===== config.mk =====
export PLATFORM = sky130hd
export DESIGN_NAME = vn2d_div_pipe
export DESIGN_NICKNAME = d
export VERILOG_FILES = /design/src/vn2d_pkg.sv /design/src/vn2d_div_pipe.sv
export SDC_FILE = /design/constraint.sdc
export NUM_CORES = 2
export LEC_CHECK = 0
export ABC_CLOCK_PERIOD_IN_PS = 7400
export BUFFER_PORTS_ARGS = -buffer_cell sky130_fd_sc_hd__buf_2
export CORE_ASPECT_RATIO = 1.5
export CORE_UTILIZATION = 38
export CTS_CLUSTER_DIAMETER = 120
export DETAILED_ROUTE_END_ITERATION = 12
export PLACE_DENSITY = 0.59
export SLEW_MARGIN = 0
export SYNTH_ARGS = -nofsm -noshare
export SYNTH_HDL_FRONTEND = slang
export SYNTH_SLANG_ARGS = --single-unit

===== constraint.sdc =====
create_clock -name aclk -period 7.4 [get_ports aclk]
set_input_delay 0.37 -clock aclk [delete_from_list [all_inputs] [get_ports aclk]]
set_output_delay 0.37 -clock aclk [all_outputs]
set_load 0.05 [all_outputs]

===== src/vn2d_pkg.sv =====
// shared constants for the 2d vector normalizer
// no dependencies; used by vector_normalize_2d_core and vn2d_div_pipe
package vn2d_pkg;

    // result component width and saturation limits
    localparam int OUT_WIDTH = 16;
    localparam logic [31:0] POS_LIMIT = 32'd32767;
    localparam logic [31:0] NEG_LIMIT = 32'd32768;

    // sideband that rides along the divider stages
    typedef struct packed {
        logic neg_x;
        logic neg_y;
        logic zero;
    } div_side_t;

endpackage


===== src/vn2d_div_pipe.sv =====
// pipelined restoring divider for both components, one quotient bit per stage
// depends on vn2d_pkg; instanced by vector_normalize_2d_core
module vn2d_div_pipe #(
    parameter int W = 32,
    parameter int F = 14
) (
    input  logic                  aclk,
    input  logic                  aresetn,
    input  logic                  ce,
    input  logic                  in_valid,
    input  logic [W-1:0]          in_len,
    input  logic [W-1:0]          in_mag_x,
    input  logic [W-1:0]          in_mag_y,
    input  vn2d_pkg::div_side_t   in_side,
    output logic                  out_valid,
    output logic [F:0]            out_q_x,
    output logic [F:0]            out_q_y,
    output vn2d_pkg::div_side_t   out_side
);

    localparam int NS = F + 1;

    logic                valid_reg [NS+1];
    logic [W-1:0]        len_reg   [NS+1];
    logic [W-1:0]        rx_reg    [NS+1];
    logic [W-1:0]        ry_reg    [NS+1];
    logic                bx_reg    [NS+1];
    logic                by_reg    [NS+1];
    logic [F:0]          qx_reg    [NS+1];
    logic [F:0]          qy_reg    [NS+1];
    vn2d_pkg::div_side_t side_reg  [NS+1];

    // input register: quotient fits F+1 bits, so start from mag >> 1
    always_ff @(posedge aclk) begin
        if (!aresetn) begin
            valid_reg[0] <= 1'b0;
        end else if (ce) begin
            valid_reg[0] <= in_valid;
        end
    end

    always_ff @(posedge aclk) begin
        if (ce) begin
            len_reg[0]  <= in_len;
            rx_reg[0]   <= {1'b0, in_mag_x[W-1:1]};
            ry_reg[0]   <= {1'b0, in_mag_y[W-1:1]};
            bx_reg[0]   <= in_mag_x[0];
            by_reg[0]   <= in_mag_y[0];
            qx_reg[0]   <= '0;
            qy_reg[0]   <= '0;
            side_reg[0] <= in_side;
        end
    end

    // one quotient bit per stage for each component
    for (genvar k = 0; k < NS; k++) begin : g_step
        logic [W:0] cur_x;
        logic [W:0] cur_y;
        logic [W:0] dvs;
        logic [W:0] dif_x;
        logic [W:0] dif_y;
        logic       ge_x;
        logic       ge_y;

        always_comb begin
            cur_x = {rx_reg[k], bx_reg[k]};
            cur_y = {ry_reg[k], by_reg[k]};
            dvs   = {1'b0, len_reg[k]};
            dif_x = cur_x - dvs;
            dif_y = cur_y - dvs;
            ge_x  = (cur_x >= dvs);
            ge_y  = (cur_y >= dvs);
        end

        always_ff @(posedge aclk) begin
            if (!aresetn) begin
                valid_reg[k+1] <= 1'b0;
            end else if (ce) begin
                valid_reg[k+1] <= valid_reg[k];
            end
        end

        always_ff @(posedge aclk) begin
            if (ce) begin
                len_reg[k+1]  <= len_reg[k];
                rx_reg[k+1]   <= ge_x ? dif_x[W-1:0] : cur_x[W-1:0];
                ry_reg[k+1]   <= ge_y ? dif_y[W-1:0] : cur_y[W-1:0];
                bx_reg[k+1]   <= 1'b0;
                by_reg[k+1]   <= 1'b0;
                qx_reg[k+1]   <= {qx_reg[k][F-1:0], ge_x};
                qy_reg[k+1]   <= {qy_reg[k][F-1:0], ge_y};
                side_reg[k+1] <= side_reg[k];
            end
        end
    end

    assign out_valid = valid_reg[NS];
    assign out_q_x   = qx_reg[NS];
    assign out_q_y   = qy_reg[NS];
    assign out_side  = side_reg[NS];

endmodule


==> results.ini <==
[floorplan]
die_h_um = 662
rows = 242
dieArea_sq_um = 293000
coreArea_sq_um = 289000
fp.dieW_um = 442
start_util = 0.382
io_pins = 137

[setup_path]
path_max_fanout = 20
r2r_start = len_reg[5][7]
crit_chain = inv_1 -> ha_1 -> and3_1 -> and3_1 -> o21ai_1 -> a311o_1 -> a211oi_1 -> nor3b_1 -> o21ai_1 -> a311oi_1 -> o21ai_4 -> buf_4 -> mux2i_1
critical-path-max-stage-delay_ns = 0.60
ff2ff_setup_slack_ns = 1.66
reg2reg_depth = 13
critPathSlowestCell = and3_1
worstSetupPathType = flip-flop to flip-flop
crit_start = len_reg[5][7]
critPathRequiredTime_ns = 8.01
arrival_ns = 6.35
cp-start-kind = flip-flop
crit_path_end_kind = flip-flop
critPathCapture = rx_reg[0][193]
rr_endpoint = rx_reg[0][193]

[routing]
vias_per_cell = 5.53
drc = 0
routed_wl_um = 400000
wl_per_cell_um = 27.6
firstDrtPassIters = 5
vias = 80300
drt-initial-drc-count = 4002
antenna_left = 0

[sta]
finalHoldViolations = 0
relSlewSlack = 0.106
maxSlewViolCount = 0
post-route-period-util = 0.776
fmax_mhz = 174
clock_skew_ns = 0.0619
rsz0062_at_grt = no
period_needed_ns = 5.74
setup_violations = 0
fin_tns_setup_ns = 0
tightest_slew_ns = 1.33

[clock_tree]
cts_buffers = 198
tritoncts = done
cts_setup_buffers = 0
path_clk_slew_ns = 0.06
clk_latency_ns = 0.91
cts-resized-gates = 0
cts_root_buf = clkbuf_16
htreeDepth = 4
cts.sinks = 1744
ctsLongestPathBuffers = 4

[cells_and_area]
final_common_cell = edfxtp_1
syn_to_final_growth_pct = 12.0
design_area_sq_um = 124000
drive_above_1_share = 0.100
nets = 11600
most-common-layout-cells = edfxtp_1 (1,743), a21oi_1 (980), ha_1 (958), nor2_1 (714), inv_1 (692)
fillCellCount = 27300
multi_input_area_sq_um = 54600
ff_latch_area_sq_um = 52400
largest_reg_flops = 480

[grt]
overflow = 0
track_usage = 0.267
grt_max_degree = 187
grt_pass1_wl_um = 562000
antenna_found_initial = 21
grt_pass1_vias = 86000

[yosys]
netlist_instances = 10200
syn_nets = 11300
async_reset_ff_frac = 0
synth_cell_types = 100
dominantRegCellSynth = edfxtp_1
ys_warn_count = 0
synth_edf_count = 1743
syn_area_sq_um = 110000
yosysSeqAreaShare = 0.474
synth_seq_cells = 1744
syn_avg_cell_area_sq_um = 10.8

[placed_design]
hpwl_um = 330000
gp_congestion = 1.02
io_buffers = 136
placed_cell_area_sq_um = 116000

[power_and_ir_drop]
clkPwrFrac = 0.173
total_power_mw = 59.3
swShare = 0.431
p_leak_nw = 50.1
p_seq_frac = 0.298
p_switching_mw = 25.6
vdd_drop_max_mv = 0.218
p_comb_frac = 0.529
intPower_mw = 33.7
cellPowerDensity_nw_per_um2 = 480

[status]
status = finished, final reports clean

[min_path]
holdCritPathClass = primary input to flip-flop

[flow_run]
drv_cap = 0

## metrics by stage
| step | instances | hold slack (ns) | setup WS [ns] | utilization |
|---|---|---|---|---|
| floorplan | 10200 | 0.400 | 3.92 | - |
| global placement | 14000 | 0.400 | 1.69 | 0.401 |
| detailed placement | 14000 | 0.405 | 1.66 | 0.401 |
| CTS | 14500 | 0.0778 | 1.65 | 0.427 |
| global route | 14500 | 0.130 | 1.66 | 0.428 |
| finish | 14500 | 0.139 | 1.66 | 0.428 |
## power by group through the flow
stage | combinational (mW) | sequential, mW | clock, mW
finish | 31.4 | 17.7 | 10.3
global route | 33.6 | 17.8 | 10.8
CTS | 31.1 | 17.6 | 10.5
detailed placement | 30.9 | 17.8 | 0
global placement | 30.6 | 17.8 | 0
floorplan | 21.1 | 16.5 | 0
## layout make-up
type / count / share of cell area
timing repair buffer: 340 / 0.0214
multi-input combinational: 7543 / 0.442
clock buffer: 222 / 0.0411
inverter: 692 / 0.0210
clock inverter: 137 / 0.0123
antenna: 52 / 0.00105
sequential: 1744 / 0.423
tap: 3782 / 0.0383
## kinds of logic (layout without fill, tap and decap cells)
group | Yosys count | in the layout | share of synthesized area
AO/OA/AOI/OAI | 2941 | 2941 | 0.168
XOR/XNOR | 745 | 745 | 0.0591
adder cells (fa/ha/maj) | 986 | 986 | 0.114
buffers and inverters | 935 | 1391 | 0.0334
flip-flops | 1744 | 1744 | 0.474
multiplexers | 439 | 439 | 0.0466
other | 0 | 52 | 0
AND/OR/NAND/NOR | 2432 | 2432 | 0.105
## synthesized netlist by cell type (all sizes together), types with 86 or more instances
cell,n,area share
a21oi,983,0.045
o21ai,614,0.028
nand4,131,0.0074
o21a,131,0.0089
xor2,307,0.024
mux2,413,0.044
nand2b,126,0.0071
edfxtp,1743,0.47
nor2b,144,0.0082
and3,86,0.0049
ha,958,0.11
nand3,195,0.0088
nor2,714,0.024
clkbuf,164,0.0056
a21o,473,0.032
xnor2,438,0.035
inv,692,0.024
o21bai,116,0.0079
a31oi,103,0.0060
nor3,114,0.0052
nand2,677,0.023
## worst min-delay path by stage
| stage | cells after the start | slack, ns | startpoint | end |
|---|---|---|---|---|
| after floorplan | 0 | 0.40 | qx_reg[9][0] | qx_reg[10][1] |
| after global placement | 0 | 0.40 | qx_reg[7][6] | qx_reg[8][7] |
| after detailed placement | 0 | 0.40 | qx_reg[9][7] | qx_reg[10][8] |
| after CTS | 2 | 0.08 | in_mag_y[15] | ry_reg[0][14] |
| after global routing | 2 | 0.13 | in_mag_x[21] | rx_reg[0][20] |
| final | 2 | 0.14 | in_mag_y[15] | ry_reg[0][14] |
## layer usage
| metal | vias to the layer above | track usage | part of all wire |
|---|---|---|---|
| li1 | 38600 | - | - |
| met1 | 38500 | 0.174 | 0.26 |
| met2 | 1940 | 0.563 | 0.58 |
| met3 | 1176 | 0.0285 | 0.024 |
| met4 | 4 | 0.320 | 0.14 |
| met5 | - | 0 | 0.000070 |
## critical path: cells and delay by family (launching register included)
| family | cells | cell delay [ns] |
|---|---|---|
| AOI/OAI and AO/OA | 6 | 2.54 |
| adders and majority gates | 1 | 0.37 |
| buffers and inverters | 2 | 0.50 |
| DFF | 1 | 0.39 |
| muxes | 1 | 0.58 |
| and+or+nand+nor | 3 | 1.02 |
## repair_timing
item                                   CTS  global route
setup endpoints to repair                0             0
hold buffers                           103             0
endpoints found under the hold margin  134             0
Power figures use the tool's default switching activity.
